## config.mk

```make
export PLATFORM = sky130hd
export DESIGN_NAME = drawbridge_sequence_controller_top
export DESIGN_NICKNAME = d
export VERILOG_FILES = /design/src/rtl/dsc_pkg.sv /design/src/rtl/dsc_ram.sv /design/src/rtl/drawbridge_sequence_controller_top.sv
export VERILOG_INCLUDE_DIRS = /design/src /design/src/rtl
export SDC_FILE = /design/constraint.sdc
export NUM_CORES = 1
export LEC_CHECK = 0
export BUFFER_PORTS_ARGS = -buffer_cell sky130_fd_sc_hd__buf_2
export CORE_MARGIN = 4
export CORE_UTILIZATION = 50
export DETAILED_ROUTE_END_ITERATION = 7
export GPL_ROUTABILITY_DRIVEN = 0
export PLACE_DENSITY = 0.75
export REMOVE_ABC_BUFFERS = 1
export SETUP_SLACK_MARGIN = 0.3
export SKIP_LAST_GASP = 1
export SYNTH_ARGS = -nofsm -noshare
export SYNTH_HDL_FRONTEND = slang
export SYNTH_SLANG_ARGS = --single-unit
```

## constraint.sdc

```tcl
create_clock -name clk_i -period 5.3 [get_ports clk_i]
set_input_delay 0.795 -clock clk_i [delete_from_list [all_inputs] [get_ports clk_i]]
set_output_delay 0.795 -clock clk_i [all_outputs]
set_load 0.01 [all_outputs]
```

## src/rtl/drawbridge_sequence_controller_top_macros.svh

```systemverilog
// Assertion helpers used by the top-level RTL file.
`ifndef DRAWBRIDGE_SEQUENCE_CONTROLLER_TOP_MACROS_SVH
`define DRAWBRIDGE_SEQUENCE_CONTROLLER_TOP_MACROS_SVH

// Property that must hold at every clock edge outside reset.
`define DSC_ASSERT(lbl, prop, msg) \
  lbl: assert property (@(posedge clk_i) disable iff (!rst_ni) (prop)) else $error(msg);

// Condition in one cycle implies a condition in the next.
`define DSC_ASSERT_NEXT(lbl, ante, cons, msg) \
  lbl: assert property (@(posedge clk_i) disable iff (!rst_ni) (ante) |=> (cons)) \
    else $error(msg);

`endif

```

## src/rtl/dsc_pkg.sv

```systemverilog
package dsc_pkg;

  localparam int REQ_W  = 3;
  localparam int DIM_W  = 16;
  localparam int TGT_W  = 3;
  localparam int CODE_W = 3;
  localparam int ST_W   = 3;
  localparam int CNT_OUT_W = 5;
  localparam int MAX_CMDS  = 4;
  localparam int APB_AW = 3;
  localparam int APB_DW = 32;

  // Register select values (index in address bit 2)
  localparam logic REG_MAX_HEIGHT = 1'b0;
  localparam logic REG_MAX_WIDTH  = 1'b1;

  typedef enum logic [ST_W-1:0] {
    ST_IDLE               = 3'd0,
    ST_WAIT_ROAD_RED      = 3'd1,
    ST_WAIT_BARRIER_CLOSED = 3'd2,
    ST_WAIT_BRIDGE_OPEN   = 3'd3,
    ST_OPEN               = 3'd4,
    ST_WAIT_BRIDGE_CLOSED = 3'd5,
    ST_WAIT_BARRIER_OPEN  = 3'd6,
    ST_EMERGENCY          = 3'd7
  } state_e;

  typedef enum logic [REQ_W-1:0] {
    REQ_SHIP_SEEN      = 3'd0,
    REQ_SHIP_GONE      = 3'd1,
    REQ_ROAD_RED       = 3'd2,
    REQ_BARRIER_CLOSED = 3'd3,
    REQ_BRIDGE_OPEN    = 3'd4,
    REQ_BRIDGE_CLOSED  = 3'd5,
    REQ_BARRIER_OPEN   = 3'd6,
    REQ_EMERGENCY      = 3'd7
  } req_e;

  typedef enum logic [TGT_W-1:0] {
    TG_ROAD    = 3'd0,
    TG_BOAT    = 3'd1,
    TG_BARRIER = 3'd2,
    TG_BRIDGE  = 3'd3,
    TG_NONE    = 3'd4
  } target_e;

  typedef enum logic [CODE_W-1:0] {
    CC_RED   = 3'd0,
    CC_GREEN = 3'd1,
    CC_CLOSE = 3'd2,
    CC_OPEN  = 3'd3,
    CC_STOP  = 3'd4,
    CC_RAISE = 3'd5,
    CC_LOWER = 3'd6
  } code_e;

endpackage

```

## src/rtl/dsc_ram.sv

```systemverilog
module dsc_ram #(
  parameter int WIDTH = 1,
  parameter int DEPTH = 16,
  parameter int AW    = (DEPTH > 1) ? $clog2(DEPTH) : 1
) (
  input  logic             clk_i,
  input  logic             we_i,
  input  logic [AW-1:0]    waddr_i,
  input  logic [WIDTH-1:0] wdata_i,
  input  logic             re_i,
  input  logic [AW-1:0]    raddr_i,
  output logic [WIDTH-1:0] rdata_o
);

  logic [WIDTH-1:0] mem_q [DEPTH];
  logic [WIDTH-1:0] rdata_q;

  // One write port, one registered read port
  always_ff @(posedge clk_i) begin
    if (we_i) begin
      mem_q[waddr_i] <= wdata_i;
    end
    if (re_i) begin
      rdata_q <= mem_q[raddr_i];
    end
  end

  assign rdata_o = rdata_q;

endmodule

```

## src/rtl/drawbridge_sequence_controller_top.sv

```systemverilog
// An accepted event word is held in the decode stage registers for the memory read;
//   its command list of n words (n = 1..4) then moves to the output buffer registers.
//   No new event is accepted while the decode stage holds a word, and that word leaves
//   only when the output buffer is empty or is sending the last word of its list.
// Reset (async, active low): idle sequence, empty FIFO, max height 0, max width 65535.
//   FIFO memory contents are not cleared; only written entries are ever used.
`include "drawbridge_sequence_controller_top_macros.svh"

module drawbridge_sequence_controller_top #(
  parameter int QUEUE_DEPTH = 16
) (
  input  logic                              clk_i,
  input  logic                              rst_ni,
  // event channel
  input  logic                              in_valid_i,
  output logic                              in_ready_o,
  input  logic [dsc_pkg::REQ_W-1:0]         req_type_i,
  input  logic [dsc_pkg::DIM_W-1:0]         ship_height_i,
  input  logic [dsc_pkg::DIM_W-1:0]         ship_width_i,
  input  logic                              bridge_is_closed_i,
  input  logic                              barrier_is_open_i,
  // command channel
  output logic                              out_valid_o,
  input  logic                              out_ready_i,
  output logic [dsc_pkg::TGT_W-1:0]         command_target_o,
  output logic [dsc_pkg::CODE_W-1:0]        command_code_o,
  output logic [dsc_pkg::ST_W-1:0]          control_state_o,
  output logic [dsc_pkg::CNT_OUT_W-1:0]     queue_count_o,
  output logic                              ship_rejected_o,
  output logic                              queue_overflow_o,
  output logic                              last_o,
  // configuration
  input  logic                              psel,
  input  logic                              penable,
  input  logic                              pwrite,
  input  logic [dsc_pkg::APB_AW-1:0]        paddr,
  input  logic [dsc_pkg::APB_DW-1:0]        pwdata,
  output logic [dsc_pkg::APB_DW-1:0]        prdata,
  output logic                              pready
);

  import dsc_pkg::*;

  localparam int AW = (QUEUE_DEPTH > 1) ? $clog2(QUEUE_DEPTH) : 1;
  localparam int CW = $clog2(QUEUE_DEPTH + 1);

  // ---------------------------------------------------------------
  // Configuration registers
  logic [DIM_W-1:0] max_height_q, max_width_q;
  logic             cfg_wr;

  assign pready = 1'b1;
  assign cfg_wr = psel & penable & pwrite & pready;

  always_ff @(posedge clk_i or negedge rst_ni) begin
    if (!rst_ni) begin
      max_height_q <= '0;
      max_width_q  <= '1;
    end else if (cfg_wr) begin
      if (paddr[2] == REG_MAX_HEIGHT) begin
        max_height_q <= pwdata[DIM_W-1:0];
      end else begin
        max_width_q <= pwdata[DIM_W-1:0];
      end
    end
  end

  assign prdata = (paddr[2] == REG_MAX_WIDTH) ? APB_DW'(max_width_q) : APB_DW'(max_height_q);

  // ---------------------------------------------------------------
  // Control state
  state_e          seq_q, seq_d;
  logic [AW-1:0]   head_q, head_d;
  logic [CW-1:0]   fill_q, fill_d;

  // Decode stage registers (word waits here for the memory read)
  logic            b_valid_q;
  req_e            b_req_q;
  logic            b_sens_ok_q;
  logic            b_rej_q, b_ovf_q;
  logic [CW-1:0]   b_fill_q;
  logic            b_fwd_q, b_fwd_flag_q;

  // Output buffer
  logic            ob_valid_q;
  target_e         ob_tg_q [MAX_CMDS];
  code_e           ob_cc_q [MAX_CMDS];
  logic [1:0]      ob_idx_q, ob_lastidx_q;
  state_e          ob_state_q;
  logic [CW-1:0]   ob_fill_q;
  logic            ob_rej_q, ob_ovf_q;

  logic            in_acc, ob_last, ob_load;

  assign in_ready_o = !b_valid_q;
  assign in_acc     = in_valid_i & in_ready_o;
  assign ob_last    = (ob_idx_q == ob_lastidx_q);
  assign ob_load    = b_valid_q && (!ob_valid_q || (out_ready_i && ob_last));

  // ---------------------------------------------------------------
  // Accept stage: FIFO pointer update, push write, head read
  logic            push, rej_a, ovf_a, flag_a;
  logic [AW:0]     tail_sum;
  logic [AW-1:0]   tail, head_inc;
  logic            ram_flag;
  req_e            req_a;

  assign req_a    = req_e'(req_type_i);
  assign tail_sum = (AW+1)'(head_q) + (AW+1)'(fill_q);
  assign tail     = (tail_sum >= (AW+1)'(QUEUE_DEPTH)) ?
                    AW'(tail_sum - (AW+1)'(QUEUE_DEPTH)) : tail_sum[AW-1:0];
  assign head_inc = (head_q == AW'(QUEUE_DEPTH - 1)) ? '0 : head_q + AW'(1);
  assign flag_a   = ship_height_i > max_height_q;

  always_comb begin
    push   = 1'b0;
    rej_a  = 1'b0;
    ovf_a  = 1'b0;
    head_d = head_q;
    fill_d = fill_q;
    if (in_acc) begin
      if (seq_q == ST_EMERGENCY) begin
        if (req_a == REQ_EMERGENCY && bridge_is_closed_i && barrier_is_open_i) begin
          head_d = '0;
          fill_d = '0;
        end
      end else begin
        unique case (req_a)
          REQ_SHIP_SEEN: begin
            if (ship_width_i > max_width_q) begin
              rej_a = 1'b1;
            end else if (fill_q == CW'(QUEUE_DEPTH)) begin
              ovf_a = 1'b1;
            end else begin
              push   = 1'b1;
              fill_d = fill_q + CW'(1);
            end
          end
          REQ_SHIP_GONE: begin
            if (fill_q != '0) begin
              head_d = head_inc;
              fill_d = fill_q - CW'(1);
            end
          end
          REQ_EMERGENCY: begin
            head_d = '0;
            fill_d = '0;
          end
          default: ;
        endcase
      end
    end
  end

  dsc_ram #(
    .WIDTH (1),
    .DEPTH (QUEUE_DEPTH),
    .AW    (AW)
  ) u_fifo_ram (
    .clk_i   (clk_i),
    .we_i    (push),
    .waddr_i (tail),
    .wdata_i (flag_a),
    .re_i    (in_acc),
    .raddr_i (head_d),
    .rdata_o (ram_flag)
  );

  always_ff @(posedge clk_i or negedge rst_ni) begin
    if (!rst_ni) begin
      head_q    <= '0;
      fill_q    <= '0;
      b_valid_q <= 1'b0;
    end else begin
      head_q <= head_d;
      fill_q <= fill_d;
      if (in_acc) begin
        b_valid_q <= 1'b1;
      end else if (ob_load) begin
        b_valid_q <= 1'b0;
      end
    end
  end

  // Payload of the decode stage; push into an empty FIFO bypasses the memory
  always_ff @(posedge clk_i) begin
    if (in_acc) begin
      b_req_q      <= req_a;
      b_sens_ok_q  <= bridge_is_closed_i & barrier_is_open_i;
      b_rej_q      <= rej_a;
      b_ovf_q      <= ovf_a;
      b_fill_q     <= fill_d;
      b_fwd_q      <= push && (fill_q == '0);
      b_fwd_flag_q <= flag_a;
    end
  end

  // ---------------------------------------------------------------
  // Decode stage: sequence step and command list
  target_e         tg_d [MAX_CMDS];
  code_e           cc_d [MAX_CMDS];
  logic [2:0]      n_d;
  logic            lights, head_flag;

  assign head_flag = b_fwd_q ? b_fwd_flag_q : ram_flag;

  always_comb begin
    for (int i = 0; i < MAX_CMDS; i++) begin
      tg_d[i] = TG_NONE;
      cc_d[i] = CC_RED;
    end
    n_d    = '0;
    seq_d  = seq_q;
    lights = 1'b0;
    if (seq_q == ST_EMERGENCY) begin
      if (b_req_q == REQ_EMERGENCY && b_sens_ok_q) begin
        tg_d[n_d[1:0]] = TG_ROAD; cc_d[n_d[1:0]] = CC_GREEN; n_d = n_d + 3'd1;
        tg_d[n_d[1:0]] = TG_BOAT; cc_d[n_d[1:0]] = CC_RED;   n_d = n_d + 3'd1;
        seq_d = ST_IDLE;
      end
    end else begin
      unique case (b_req_q)
        REQ_SHIP_SEEN: lights = !b_rej_q;
        REQ_SHIP_GONE: lights = 1'b1;
        REQ_ROAD_RED: begin
          if (seq_q == ST_WAIT_ROAD_RED) begin
            tg_d[n_d[1:0]] = TG_BARRIER; cc_d[n_d[1:0]] = CC_CLOSE; n_d = n_d + 3'd1;
            seq_d = ST_WAIT_BARRIER_CLOSED;
          end
        end
        REQ_BARRIER_CLOSED: begin
          if (seq_q == ST_WAIT_BARRIER_CLOSED) begin
            tg_d[n_d[1:0]] = TG_BRIDGE; cc_d[n_d[1:0]] = CC_RAISE; n_d = n_d + 3'd1;
            seq_d = ST_WAIT_BRIDGE_OPEN;
          end
        end
        REQ_BRIDGE_OPEN: begin
          if (seq_q == ST_WAIT_BRIDGE_OPEN) begin
            tg_d[n_d[1:0]] = TG_BOAT; cc_d[n_d[1:0]] = CC_GREEN; n_d = n_d + 3'd1;
            seq_d = ST_OPEN;
          end
        end
        REQ_BRIDGE_CLOSED: begin
          if (seq_q == ST_WAIT_BRIDGE_CLOSED) begin
            tg_d[n_d[1:0]] = TG_BARRIER; cc_d[n_d[1:0]] = CC_OPEN; n_d = n_d + 3'd1;
            seq_d = ST_WAIT_BARRIER_OPEN;
          end
        end
        REQ_BARRIER_OPEN: begin
          if (seq_q == ST_WAIT_BARRIER_OPEN) begin
            tg_d[n_d[1:0]] = TG_ROAD; cc_d[n_d[1:0]] = CC_GREEN; n_d = n_d + 3'd1;
            seq_d  = ST_IDLE;
            lights = 1'b1;
          end
        end
        REQ_EMERGENCY: begin
          tg_d[0] = TG_BRIDGE;  cc_d[0] = CC_STOP;
          tg_d[1] = TG_BARRIER; cc_d[1] = CC_STOP;
          tg_d[2] = TG_ROAD;    cc_d[2] = CC_RED;
          tg_d[3] = TG_BOAT;    cc_d[3] = CC_RED;
          n_d   = 3'd4;
          seq_d = ST_EMERGENCY;
        end
        default: ;
      endcase
    end

    // Boat light update on the queue as it stands after this word
    if (lights) begin
      if (b_fill_q == '0) begin
        if (seq_d == ST_OPEN) begin
          tg_d[n_d[1:0]] = TG_BOAT;   cc_d[n_d[1:0]] = CC_RED;   n_d = n_d + 3'd1;
          tg_d[n_d[1:0]] = TG_BRIDGE; cc_d[n_d[1:0]] = CC_LOWER; n_d = n_d + 3'd1;
          seq_d = ST_WAIT_BRIDGE_CLOSED;
        end
        tg_d[n_d[1:0]] = TG_BOAT; cc_d[n_d[1:0]] = CC_RED; n_d = n_d + 3'd1;
      end else if (!head_flag) begin
        tg_d[n_d[1:0]] = TG_BOAT; cc_d[n_d[1:0]] = CC_GREEN; n_d = n_d + 3'd1;
      end else begin
        tg_d[n_d[1:0]] = TG_BOAT; cc_d[n_d[1:0]] = CC_RED; n_d = n_d + 3'd1;
        if (seq_d == ST_IDLE) begin
          tg_d[n_d[1:0]] = TG_ROAD; cc_d[n_d[1:0]] = CC_RED; n_d = n_d + 3'd1;
          seq_d = ST_WAIT_ROAD_RED;
        end
      end
    end
  end

  // Sequence state commits when the command list moves to the output buffer
  always_ff @(posedge clk_i or negedge rst_ni) begin
    if (!rst_ni) begin
      seq_q <= ST_IDLE;
    end else if (ob_load) begin
      seq_q <= seq_d;
    end
  end

  // ---------------------------------------------------------------
  // Output buffer, one command word per cycle while out_ready_i is high
  always_ff @(posedge clk_i or negedge rst_ni) begin
    if (!rst_ni) begin
      ob_valid_q <= 1'b0;
      ob_idx_q   <= '0;
    end else if (ob_load) begin
      ob_valid_q <= 1'b1;
      ob_idx_q   <= '0;
    end else if (ob_valid_q && out_ready_i) begin
      if (ob_last) begin
        ob_valid_q <= 1'b0;
      end else begin
        ob_idx_q <= ob_idx_q + 2'd1;
      end
    end
  end

  always_ff @(posedge clk_i) begin
    if (ob_load) begin
      for (int i = 0; i < MAX_CMDS; i++) begin
        ob_tg_q[i] <= tg_d[i];
        ob_cc_q[i] <= cc_d[i];
      end
      ob_lastidx_q <= (n_d == '0) ? 2'd0 : 2'(n_d - 3'd1);
      ob_state_q   <= seq_d;
      ob_fill_q    <= b_fill_q;
      ob_rej_q     <= b_rej_q;
      ob_ovf_q     <= b_ovf_q;
    end
  end

  logic [CW+CNT_OUT_W-1:0] qcnt_ext;
  assign qcnt_ext = (CW+CNT_OUT_W)'(ob_fill_q);

  assign out_valid_o      = ob_valid_q;
  assign command_target_o = ob_tg_q[ob_idx_q];
  assign command_code_o   = ob_cc_q[ob_idx_q];
  assign control_state_o  = ob_state_q;
  assign queue_count_o    = qcnt_ext[CNT_OUT_W-1:0];
  assign ship_rejected_o  = ob_rej_q;
  assign queue_overflow_o = ob_ovf_q;
  assign last_o           = ob_last;

  // ---------------------------------------------------------------
  // Checks
  `DSC_ASSERT(a_fill_bound, fill_q <= CW'(QUEUE_DEPTH), "FIFO fill above depth")
  `DSC_ASSERT(a_emerg_empty, (seq_q != ST_EMERGENCY) || (fill_q == '0),
              "FIFO not empty in emergency")
  `DSC_ASSERT(a_ob_idx, !ob_valid_q || (ob_idx_q <= ob_lastidx_q),
              "output index beyond command list")
  `DSC_ASSERT_NEXT(a_acc_decode, in_acc, b_valid_q && !in_ready_o,
                   "accepted word not held in decode stage")

endmodule

```

=== Yosys cells after proc, flatten, opt, wreduce, memory -nomap -nowiden ===
Memory sizes are Yosys's and may differ from the RTL's. A register that Yosys moved wholly into a read port is not among the register bits.
Cells that the tools add are included.

* Add/subtract/negate cells: 10
* Multipliers: 0
* Div/mod/pow operators: 0
* $lt $le $gt $ge: 9
* Eq/ne operators: 20
* Shift-type cells: 0
* Muxes and demuxes: 104
* Bitwise operators: 30
* Reductions and logical operators: 30

{| class="wikitable"
|+ Operators with widths
! operator !! number
|-
| $mux 12 || 14
|-
| $mux 3 || 29
|-
| $pmux 3 s6 || 4
|-
| $and 12x12->12 || 4
|-
| $not 12->12 || 3
|-
| $gt 16x16->1 || 2
|-
| $mux 5 || 6
|-
| $mux 6 || 5
|-
| $mux 4 || 7
|-
| $eq 3x3->1 const B || 9
|-
| $and 8x8->8 || 3
|-
| $mux 1 || 24
|-
| $demux 3 s2 || 3
|-
| $mux 9 || 2
|-
| $mux 16 || 1
|-
| $not 8->8 || 2
|-
| $or 8x8->8 || 2
|-
| $pmux 5 s3 || 1
|-
| $eq 3x2->1 const B || 4
|-
| $logic_not 3->1 || 4
|-
| $mux 2 || 6
|-
| $or 4x4->4 || 3
|-
| $logic_and 1x1->1 || 10
|-
| $logic_not 5->1 || 2
|-
| 30 further kinds || 53
|}

* Bits in registers: 73
* Bits in latches: 0
* RAM bits: 40
* Memory bits (read-only): 0
* Input bits: 79
* Output and inout port bits: 52
* Word-level logic and storage cells: 226
* Memories: 3

{| class="wikitable"
|+ Memory list
! name !! depth !! width !! rd ports !! clocked after Yosys merged registers in !! wr ports !! line !! source
|-
| u_fifo_ram.mem_q || 16 || 1 || 1 || 1 || 1 || dsc_ram.sv:15 || <nowiki>logic [WIDTH-1:0] mem_q [DEPTH];</nowiki>
|-
| ob_cc_q || 4 || 3 || 1 || 0 || 4 || drawbridge_sequence_controller_top.sv:87 || <nowiki>code_e ob_cc_q [MAX_CMDS];</nowiki>
|-
| ob_tg_q || 4 || 3 || 1 || 0 || 4 || drawbridge_sequence_controller_top.sv:86 || <nowiki>target_e ob_tg_q [MAX_CMDS];</nowiki>
|}

=== Depth between registers and ports, before layout ===
Gate-level depths: netlist of run 1.

* Depth after elaboration: 18
* Mapped depth: 14
* Gate-level depth less buffers: 13

=== Hierarchy ===
A second synthesis of run 1 with hierarchy kept.

* Cell total of the unflattened synthesis: 635
* Area total of the unflattened synthesis: 6752.7 um^2

{| class="wikitable"
|+ Modules (own cells, without submodules)
! module !! instances !! cells each !! area an instance (um^2) !! sequential area each (um^2)
|-
| drawbridge_sequence_controller_top || 1 || 588 || 5997.0 || 2542.4
|-
| dsc_ram || 1 || 47 || 755.7 || 510.5
|}

=== Worst setup path after synthesis of run 1 ===
Ideal clock, no wire load.

* Path kind: input to register
* From: input ship_width_i[11] (netlist bit)
* To: memory u_fifo_ram.mem_q[8] (enable)
* Setup time: 0.312 ns
* Arrival time: 2.697 ns
* Data required time: 4.988 ns
* Setup slack: 2.290 ns
* Cell stages on the path: 9
* Path buffers: 1
* Cells stage by stage: ha_1 -> and3_1 -> a221oi_1 -> o21ai_0 -> a21o_1 -> o21ai_1 -> clkbuf_1 -> nand3_1 -> nor3_1

* Longest elaborated chain between the ends: 7

{| class="wikitable"
|+ Ends and longest elaborated chain
! item !! line !! source
|-
| from (decl) || drawbridge_sequence_controller_top.sv:19 || <nowiki>input logic [dsc_pkg::DIM_W-1:0] ship_width_i,</nowiki>
|-
| $gt 16x16->1 || drawbridge_sequence_controller_top.sv:130 || <nowiki>if (ship_width_i > max_width_q) begin</nowiki>
|-
| $mux 1 || drawbridge_sequence_controller_top.sv:130 ||
|-
| $mux 1 || drawbridge_sequence_controller_top.sv:128 || <nowiki>unique case (req_a)</nowiki>
|-
| $mux 1 || drawbridge_sequence_controller_top.sv:122 || <nowiki>if (seq_q == ST_EMERGENCY) begin</nowiki>
|-
| $mux 1 || drawbridge_sequence_controller_top.sv:121 || <nowiki>if (in_acc) begin</nowiki>
|-
| $mux 1 || dsc_ram.sv:20 || <nowiki>if (we_i) begin</nowiki>
|-
| $mux 1 (not written as such) || dsc_ram.sv:21 || <nowiki>mem_q[waddr_i] <= wdata_i;</nowiki>
|-
| to (decl) || dsc_ram.sv:15 ||
|}

No other way between the ends.

=== Worst setup path after layout of run 1 ===
* From: register b_req_q[1]
* To: register ob_lastidx_q[1] (data pin)

* Longest elaborated chain between the ends: 13
* Elaborated cells on any way between the ends: 31
* Those cells by class: 4 x add/sub; 8 x eq/ne; 15 x mux; 4 x reduce/logical

{| class="wikitable"
|+ Ends and longest elaborated chain
! item !! line !! source
|-
| from (decl) || drawbridge_sequence_controller_top.sv:78 || <nowiki>req_e b_req_q;</nowiki>
|-
| from (signal assigned) || drawbridge_sequence_controller_top.sv:188 || <nowiki>b_req_q <= req_a;</nowiki>
|-
| branches (longest 11 deep; another with $add 3x1->3) || - ||
|-
| $mux 3 * || drawbridge_sequence_controller_top.sv:269 || <nowiki>if (lights) begin</nowiki>
|-
| $sub 2x1->2 / $logic_not 3->1 (equally long branches) || drawbridge_sequence_controller_top.sv:322 || <nowiki>ob_lastidx_q <= (n_d == '0) ? 2'd0 : 2'(n_d - 3'd1);</nowiki>
|-
| to (signal assigned) || drawbridge_sequence_controller_top.sv:322 ||
|-
| to (decl) || drawbridge_sequence_controller_top.sv:88 || <nowiki>logic [1:0] ob_idx_q, ob_lastidx_q;</nowiki>
|}

Mark *: on every way between the ends. The select of a mux whose other input is x is not followed.
A chain may end at the register's enable or synchronous reset.

==> results of run 1 <==
[state kept, by name (all words and copies together), names as in the netlist, 2 cells and up]
name	flops
fill_q	5
u_fifo_ram.mem_q	16
max_width_q	16
b_req_q	3
max_height_q	16
seq_q	3
ob_cc_q	9
b_fill_q	5
ob_idx_q	2
head_q	4
queue_count_o	5
ob_tg_q	10
control_state_o	3
ob_lastidx_q	2
[worst register-to-register path: stages, from the launching register on]
cell	delay [ps]
edfxtp_1	620
or3b_1	440
o21ai_0	160
a21oi_1	160
a311oi_1	670
inv_1	90
nand2_1	140
ha_1	250
nor2_1	130
o21a_1	140
ha_1	140
nand2_1	50
a21oi_1	170
nor2_1	70
[cells in the final DEF, fill, tap and decap left out, types with 12 or more instances in the layout]
cell type and count:
a21oi_1 26, and3_1 12, buf_2 95, conb_1 21
dfrtp_1 32, dfstp_2 16, edfxtp_1 61, ha_1 43
inv_1 49, mux2_2 35, nand2_1 53, nand3_1 16
nor2_1 37, nor3_1 13, o21ai_0 41
[through the flow]
stage	util, %	worst slack, ps	instance area [sq um]	hold slack (ps)	total power [W]
global route	58.5	1590	7470	446	0.00342
finish	58.5	1840	7470	442	0.00319
global placement	56.2	1820	7170	412	0.00248
floorplan	-	2210	6460	400	0.00214
detailed placement	56.2	1770	7170	428	0.00254
CTS	58.5	1920	7470	444	0.00322
[logic make-up (layout without fill, tap and decap cells)]
logic type	Yosys count	in the layout
AND/OR/NAND/NOR	187	187
XOR/XNOR	7	7
other	2	21
AO/OA/AOI/OAI	133	133
multiplexers	51	51
buffers and inverters	89	163
adder cells (fa/ha/maj)	44	44
flip-flops	109	109
[routing by layer]
| layer | vias to the layer above | part of all wire (%) |
|---|---|---|
| li1 | 2415 | - |
| met1 | 2423 | 40 |
| met2 | 148 | 53 |
| met3 | 30 | 5.0 |
| met4 | 0 | 2.2 |
| met5 | - | 0 |
[layout make-up]
type	count	area [sq um]
clock inverters	7	72.6
well taps	172	215
repair buffers	98	498
inverters	49	184
multi-input cells	443	3220
fillers	1090	5300
clock buffers	9	225
flip-flops and latches	109	3050
[how the worst min path moves through the flow]
stage                                            end  slack, ps
after CTS                 queue_overflow_o$_DFFE_PP_        440
after global placement    queue_overflow_o$_DFFE_PP_        410
final                     queue_overflow_o$_DFFE_PP_        440
after global routing      queue_overflow_o$_DFFE_PP_        450
after floorplan           queue_overflow_o$_DFFE_PP_        400
after detailed placement  queue_overflow_o$_DFFE_PP_        430
[power by group through the flow]
| stage | combinational, W | sequential (W) | clock, W |
|---|---|---|---|
| floorplan | 0.000801 | 0.00134 | 0 |
| global route | 0.00129 | 0.00140 | 0.000726 |
| detailed placement | 0.00116 | 0.00138 | 0 |
| CTS | 0.00116 | 0.00137 | 0.000688 |
| finish | 0.00116 | 0.00137 | 0.000667 |
| global placement | 0.00111 | 0.00136 | 0 |
==> metrics.yaml, run 1 <==
port_buffers: 95
end_kind: "flop"
slew_violations: 0
route.detailed.drc: 0
p_leak_nw: 3.24
area_growth_pct: 12.9
fmax_mhz: 289
synthDistinctLibCells: 71
start_util_pct: 51.8
place_inst: 871
postSynthAreaPerCell_sq_um: 10.6
p_clk_share_pct: 20.9
rsz0062_at_grt: "no"
firstDrtPassIters: 5
die_y_microns: 123
tightest_slew_ps: 1090
drt_iter0_drc: 334
synth_area_leaders: "edfxtp_1 (28%), dfrtp_1 (12%), ha_1 (8.1%), dfstp_2 (6.4%), mux2_2 (6.0%)"
fin_nets: 833
ys_ff_latch: 109
cts-hold-fix-buffers: 0
p_sw_share_pct: 35.7
setup_tns_ps: 0
ant_nets: 0
synthTopCellsByCount: "edfxtp_1 (61), nand2_1 (53), inv_1 (49)"
setup_viol: 0
rr_worst_depth: 13
netlist.area_leader.share_pct: 27.7
pin_count: 131
synth_edf_count: 61
path_class: "flop to flop"
slowest_delay_ps: 660
crit_end: "ob_lastidx_q[1]$_SDFFCE_PN0P_"
hpwlAfterDp_microns: 11000
synthAdderAreaFrac_pct: 8.43
r2r-end: "ob_lastidx_q[1]$_SDFFCE_PN0P_"
track_usage_pct: 20.1
async_flop_share_pct: 44.0
worstSkewPairLatency_ps: 350
yosysSeqAreaShare_pct: 46.1
ff2ff_setup_slack_ps: 1840
clk_path_buf_depth: 2
slowest_stage: "a311oi_1"
crit_required_ps: 5400
synth_compound_area_share_pct: 13.2
wl_microns: 14500
met3_usage_pct: 4.89
top_usage_layer: "met2"
antenna_found_initial: 0
htree_levels: 3
power.density_mw_per_mm2: 427
outcome: "completed"
path_delay_family: "compound AO/OA/AOI/OAI gates"
combPwrFrac_pct: 36.3
rr_startpoint: "b_req_q[1]$_DFFE_PP_"
antenna_cells: 0
finalCritPeriodShare_pct: 65.3
relSlewSlack_pct: 27.3
cts_sinks: 109
peakVddDrop_mv: 0.245
clk_pin_slew_ps: 70
avgViaCountPerCell: 5.66
p_sw_w: 0.00114
numCtsBuffers: 9
drive_gt1_share_pct: 25.7
ys.warnings.count: 0
synthSimpleGateAreaFrac_pct: 14.5
path_depth: 13
p_seq_share_pct: 42.8
skew_ps: 8.19
routedWlPerCell_microns: 16.3
cp.arrival_ps: 3560
grt_pass1_wl_microns: 23900
row_count: 41
die_x_microns: 123
yosysTopAreaCell: "edfxtp_1"
core-area_sq_mm: 0.0128
grt_overflow: 0
grt_pass1_vias: 5087
synth.area.mux_share_pct: 10.5
cts_setup_buffers: 0
maxCapViolCount: 0
synth_top_family_by_area: "simple AND/OR/NAND/NOR gates"
critPathLaunchType: "flop"
period_minus_slack_ps: 3460
whs_path_depth: 0
worst-path-max-fanout: 14
synthFlopType: "edfxtp_1"
yosysMostFrequentCell: "edfxtp_1"
min_from: "b_ovf_q$_SDFFCE_PP0P_"
grt_max_degree: 49
crit_chain: "or3b_1 > o21ai_0 > a21oi_1 > a311oi_1 > inv_1 > nand2_1 > ha_1 > nor2_1 > o21a_1 > ha_1 > nand2_1 > a21oi_1 > nor2_1"
critPathBufInv: 1
synth_cells: 622
use_met1_pct: 23.7
cts_root_buf: "clkbuf_16"
p_int_w: 0.00205
die-area_sq_mm: 0.0151
finalHoldViolCount: 0
instances_no_fill: 887
synth_area_sq_mm: 0.00662
tritoncts: "built"
hp-class: "flop to flop"
critPathLaunch: "b_req_q[1]$_DFFE_PP_"
grtUsageMet2_pct: 36.1
cts-resized-gates: 0
synthXorXnorAreaFrac_pct: 0.927
vias: 5016
(Power assumes the default switching activity.)
==> run 2: changes to the inputs <==
clock period = 3.2 ns   (was 5.3 ns; I/O delays follow)
==> run 2 against run 1 <==
Sequential power is 61% higher. Critical path depth is 2 lower. Largest cell class unchanged. Clock skew is 0.90 ps higher. Register-to-register slack worse by 1500 ps. Sequential share of layout area is 1.6 points lower. Critical path type unchanged. Combinational power is 88% higher. Critical endpoint is now ob_lastidx_q[0]$_SDFFCE_PN0P_.
==> metrics.yaml, run 2 (same netlist as run 1, synthesis figures left out) <==
fin_nets: 865
antenna_cells: 0
start_util_pct: 51.8
path_class: "flop to flop"
hpwlAfterDp_microns: 11300
die_x_microns: 123
rsz0062_at_grt: "yes"
peakVddDrop_mv: 0.426
die_y_microns: 123
path_delay_family: "compound AO/OA/AOI/OAI gates"
tritoncts: "built"
avgViaCountPerCell: 5.63
firstDrtPassIters: 5
outcome: "completed"
track_usage_pct: 20.5
grt_pass1_wl_microns: 24400
cts_root_buf: "clkbuf_16"
layout_common_cells: "buf_2 (96), edfxtp_1 (61), nand2_1 (52)"
end_kind: "flop"
core-area_sq_mm: 0.0128
postLayoutCellArea_sq_mm: 0.00779
area_growth_pct: 17.8
fmax_mhz: 356
cp.arrival_ps: 2910
row_count: 41
slowest_delay_ps: 480
antenna_found_initial: 0
cts-hold-fix-buffers: 0
drive_gt1_share_pct: 30.9
crit_required_ps: 3300
regArea_sq_mm: 0.00306
hp-class: "input pin to asynchronous set/reset pin"
rr_worst_depth: 11
critPathLaunchType: "flop"
path_depth: 11
power.density_mw_per_mm2: 725
period_minus_slack_ps: 2810
multiInputGateArea_sq_mm: 0.00325
crit_chain: "and3b_1 > o21ai_0 > a21o_1 > a2111oi_1 > or2_1 > o31ai_1 > o21a_1 > ha_1 > nand2_1 > a21oi_2 > nor2_1"
grt_max_degree: 49
relSlewSlack_pct: 28.5
route.detailed.drc: 0
slowest_stage: "edfxtp_1"
numCtsBuffers: 9
p_leak_nw: 3.42
setup_viol: 0
r2r-end: "ob_lastidx_q[0]$_SDFFCE_PN0P_"
largest_registers: "max_height_q: 16 flops, max_width_q: 16 flops, u_fifo_ram.mem_q: 16 flops"
grt_overflow: 0
setup_tns_ps: 0
ant_nets: 0
worstSkewPairLatency_ps: 350
place_ws_ps: 231
finalCritPeriodShare_pct: 87.8
htree_levels: 3
slew_violations: 0
clk_path_buf_depth: 2
drt_iter0_drc: 362
crit_end: "ob_lastidx_q[0]$_SDFFCE_PN0P_"
wl_microns: 15100
worst-path-max-fanout: 6
clk_pin_slew_ps: 70
tightest_slew_ps: 1070
port_buffers: 95
layout_setup_ws_ps: 390
final_common_cell: "buf_2"
maxCapViolCount: 0
hold_ws_ps: 306
cts_sinks: 109
finalHoldViolCount: 0
rr_startpoint: "b_req_q[0]$_DFFE_PP_"
grt_pass1_vias: 5256
num-fill-cells: 1039
pin_count: 131
critPathBufInv: 0
skew_ps: 9.09
final_util_pct: 61.0
die-area_sq_mm: 0.0151
routedWlPerCell_microns: 16.5
critPathLaunch: "b_req_q[0]$_DFFE_PP_"
vias: 5172
placed_area_sq_mm: 0.00730
ff2ff_setup_slack_ps: 390
==> run 2: cell count changes in the layout (fill, tap and decap cells not counted), moves of 3 or more <==
| cell | previous run | this run |
|---|---|---|
| mux4_1 | 4 | 0 |
| mux4_2 | 6 | 10 |
| buf_4 | 3 | 33 |
| dfrtp_1 | 32 | 28 |
| dfrtp_2 | 0 | 4 |
| inv_6 | 3 | 0 |
==> run 2: metal layers <==
layer | up-vias | GRT usage (%) | share of wire (%)
met1 | 2469 | 24.2 | 40
met3 | 46 | 5.17 | 5.3
met2 | 187 | 36.1 | 52
met4 | 0 | 7.75 | 2.7
met5 | - | 0 | 0
li1 | 2470 | - | -
==> run 2: layout make-up <==
| type | instances | share of cell area, % |
|---|---|---|
| Multi-Input combinational cell | 443 | 41.7 |
| Sequential cell | 109 | 39.2 |
| Timing Repair Buffer | 130 | 9.49 |
| Clock buffer | 12 | 3.29 |
| Tap cell | 172 | 2.76 |
| Inverter | 49 | 2.36 |
| Clock inverter | 4 | 1.22 |
==> run 2: what timing repair did <==
action	CTS	global route
hold endpoints to repair	0	0
buffers inserted	3	12
resized for setup	2	20
setup endpoints to repair	3	4
pin swaps	0	3
==> run 2: worst min-delay path by stage <==
stage	end	slack, ps	cells past startpoint
finish	max_height_q[4]$_DFFE_PN0P_	310	1
global route	max_width_q[0]$_DFFE_PN1P_	360	2
CTS	max_height_q[6]$_DFFE_PN0P_	360	1
detailed placement	queue_overflow_o$_DFFE_PP_	420	0
global placement	queue_overflow_o$_DFFE_PP_	420	0
floorplan	b_valid_q$_DFFE_PN0P_	180	0
==> run 2: power breakdown <==
| group | internal, W | switching [W] |
|---|---|---|
| Sequential | 0.00195 | 0.000249 |
| Clock | 0.000806 | 0.000468 |
| Combinational | 0.000966 | 0.00121 |
| Total | 0.00372 | 0.00193 |
==> run 2: stage by stage <==
stage	std cells	total power (W)
after CTS	907	0.00559
after detailed placement	888	0.00428
after global routing	919	0.00605
final	919	0.00565
after global placement	888	0.00418
after floorplan	601	0.00354
==> run 3: changes to the inputs <==
CORE_MARGIN = 3   (was 4)
REMOVE_ABC_BUFFERS = default   (was 1)
clock period = 3.6 ns   (was 3.2 ns; I/O delays follow)
==> run 3 against run 2 <==
Combinational power shrank 17%. Routed wire length decreased by 3.4%. Critical endpoint is now ob_lastidx_q[1]$_SDFFCE_PN0P_. Hold slack improved by 99 ps. Sequential share of layout area is 1.0 points higher. Clock skew fell by 3.4 ps. Power decreased by 16%. Clock power down 26%. Die area shrank 3.2%.
==> metrics.yaml, run 3 (same netlist as run 1, synthesis figures left out) <==
outcome: "completed"
area_growth_pct: 14.8
grt_pass1_vias: 4940
die_y_microns: 121
hp-class: "input pin to asynchronous set/reset pin"
grt_overflow: 0
wl_microns: 14600
setup_tns_ps: 0
tightest_slew_ps: 1140
antenna_found_initial: 1
vias: 5129
clk_path_buf_depth: 2
period_minus_slack_ps: 3100
core-area_sq_mm: 0.0128
finalCritPeriodShare_pct: 86.0
fin_nets: 850
rsz0062_at_grt: "no"
power.density_mw_per_mm2: 625
relSlewSlack_pct: 23.8
slew_violations: 0
regArea_sq_mm: 0.00306
route.detailed.drc: 0
final_common_cell: "buf_2"
port_buffers: 95
firstDrtPassIters: 5
numCtsBuffers: 9
place_inst: 881
cts_root_buf: "clkbuf_16"
track_usage_pct: 20.2
p_leak_nw: 3.31
num-fill-cells: 1053
avgViaCountPerCell: 5.67
end_kind: "flop"
layout_common_cells: "buf_2 (95), edfxtp_1 (61), nand2_1 (53)"
hpwlAfterDp_microns: 11000
cp.arrival_ps: 3200
maxCapViolCount: 0
fmax_mhz: 323
ant_nets: 0
grt_pass1_wl_microns: 23700
worstSkewPairLatency_ps: 340
worst-path-max-fanout: 11
setup_viol: 0
tritoncts: "built"
crit_required_ps: 3700
antenna_cells: 0
drive_gt1_share_pct: 28.0
routedWlPerCell_microns: 16.2
start_util_pct: 51.8
drt_iter0_drc: 492
peakVddDrop_mv: 0.361
skew_ps: 5.74
instances_no_fill: 904
largest_registers: "max_height_q: 16 flops, max_width_q: 16 flops, u_fifo_ram.mem_q: 16 flops"
path_class: "flop to flop"
multiInputGateArea_sq_mm: 0.00322
grt_max_degree: 49
htree_levels: 3
finalHoldViolCount: 0
row_count: 41
pin_count: 131
die-area_sq_mm: 0.0146
cts_sinks: 109
die_x_microns: 121
critPathLaunchType: "flop"
clk_pin_slew_ps: 70
run 3: changes by cell type in the layout (fill, tap and decap cells not counted), moves of 2 or more:
cell	delta
buf_4	-13
mux4_1	+4
mux4_2	-4
bufinv_16	-3
clkinv_4	+3
a21oi_1	+2
nand3_1	+2
nand3_2	-2
o21ai_0	+2
o21ai_1	-2
run 3: final timing paths:
check                                      start                            end  slack, ps  cells past startpoint
max                         b_req_q[1]$_DFFE_PP_  ob_lastidx_q[1]$_SDFFCE_PN0P_        500                     14
min                                       rst_ni   max_height_q[14]$_DFFE_PN0P_        400                      1
max in group asynchronous                 rst_ni           seq_q[2]$_DFFE_PN0P_       2430                      1
max reg2reg                 b_req_q[1]$_DFFE_PP_  ob_lastidx_q[1]$_SDFFCE_PN0P_        500                     14
min in group clk_i                     pwdata[4]     max_width_q[4]$_DFFE_PN1P_        440                      2
min reg2reg                b_fill_q[0]$_DFFE_PP_     queue_count_o[0]$_DFFE_PP_        450                      0
run 3: cell type report:
type / instances / share of cell area [%]
sequential: 109 / 40.3
inverter: 49 / 2.42
clock inverter: 6 / 0.626
clock buffer: 10 / 3.15
multi-input combinational: 443 / 42.5
timing repair buffer: 115 / 8.24
tap: 172 / 2.83
run 3: worst max-delay path: stages, from the launching register on:
cell and delay (ps):
edfxtp_1 530, and3_1 280, nand3_1 260, a21bo_2 290, a311oi_1 200, buf_4 190
inv_1 50, nand2_1 100, ha_1 250, nor2_1 100, o21a_1 140, ha_1 150
nand2_1 50, a21oi_1 180, nor2_1 70
run 3: per-stage QoR:
stage / power (W) / instance area [sq um] / worst slack [ps] / utilization (%) / hold WS (ps)
5_1_grt: 0.00507 / 7590 / 340 / 59.4 / 434
3_5_place_dp: 0.00380 / 7250 / 500 / 56.8 / 438
3_3_place_gp: 0.00372 / 7250 / 579 / 56.8 / 433
4_1_cts: 0.00475 / 7540 / 484 / 59.0 / 426
6_report: 0.00475 / 7590 / 505 / 59.4 / 405
2_1_floorplan: 0.00320 / 6690 / 845 / - / 244
run 3: timing repair:
action	CTS	global route
resized for setup	0	3
hold buffers	0	0
endpoints found under the setup margin	0	2
setup buffers	0	7
run 3: power by group:
group / internal, W / switching, W / total [W]
clock network: 0.000493 / 0.000445 / 0.000938
logic: 0.000806 / 0.00101 / 0.00182
registers: 0.00174 / 0.000259 / 0.00199
total: 0.00304 / 0.00171 / 0.00475
run 3: metal layers:
metal  wire (microns)  share of wire, %  track usage [%]  up-vias
met5               13             0.089                0        -
met4              329               2.3             6.73        2
met3              815               5.6             3.64       36
met2             7640                52             35.7      193
met1             5820                40             25.0     2451
li1                 -                 -                -     2447
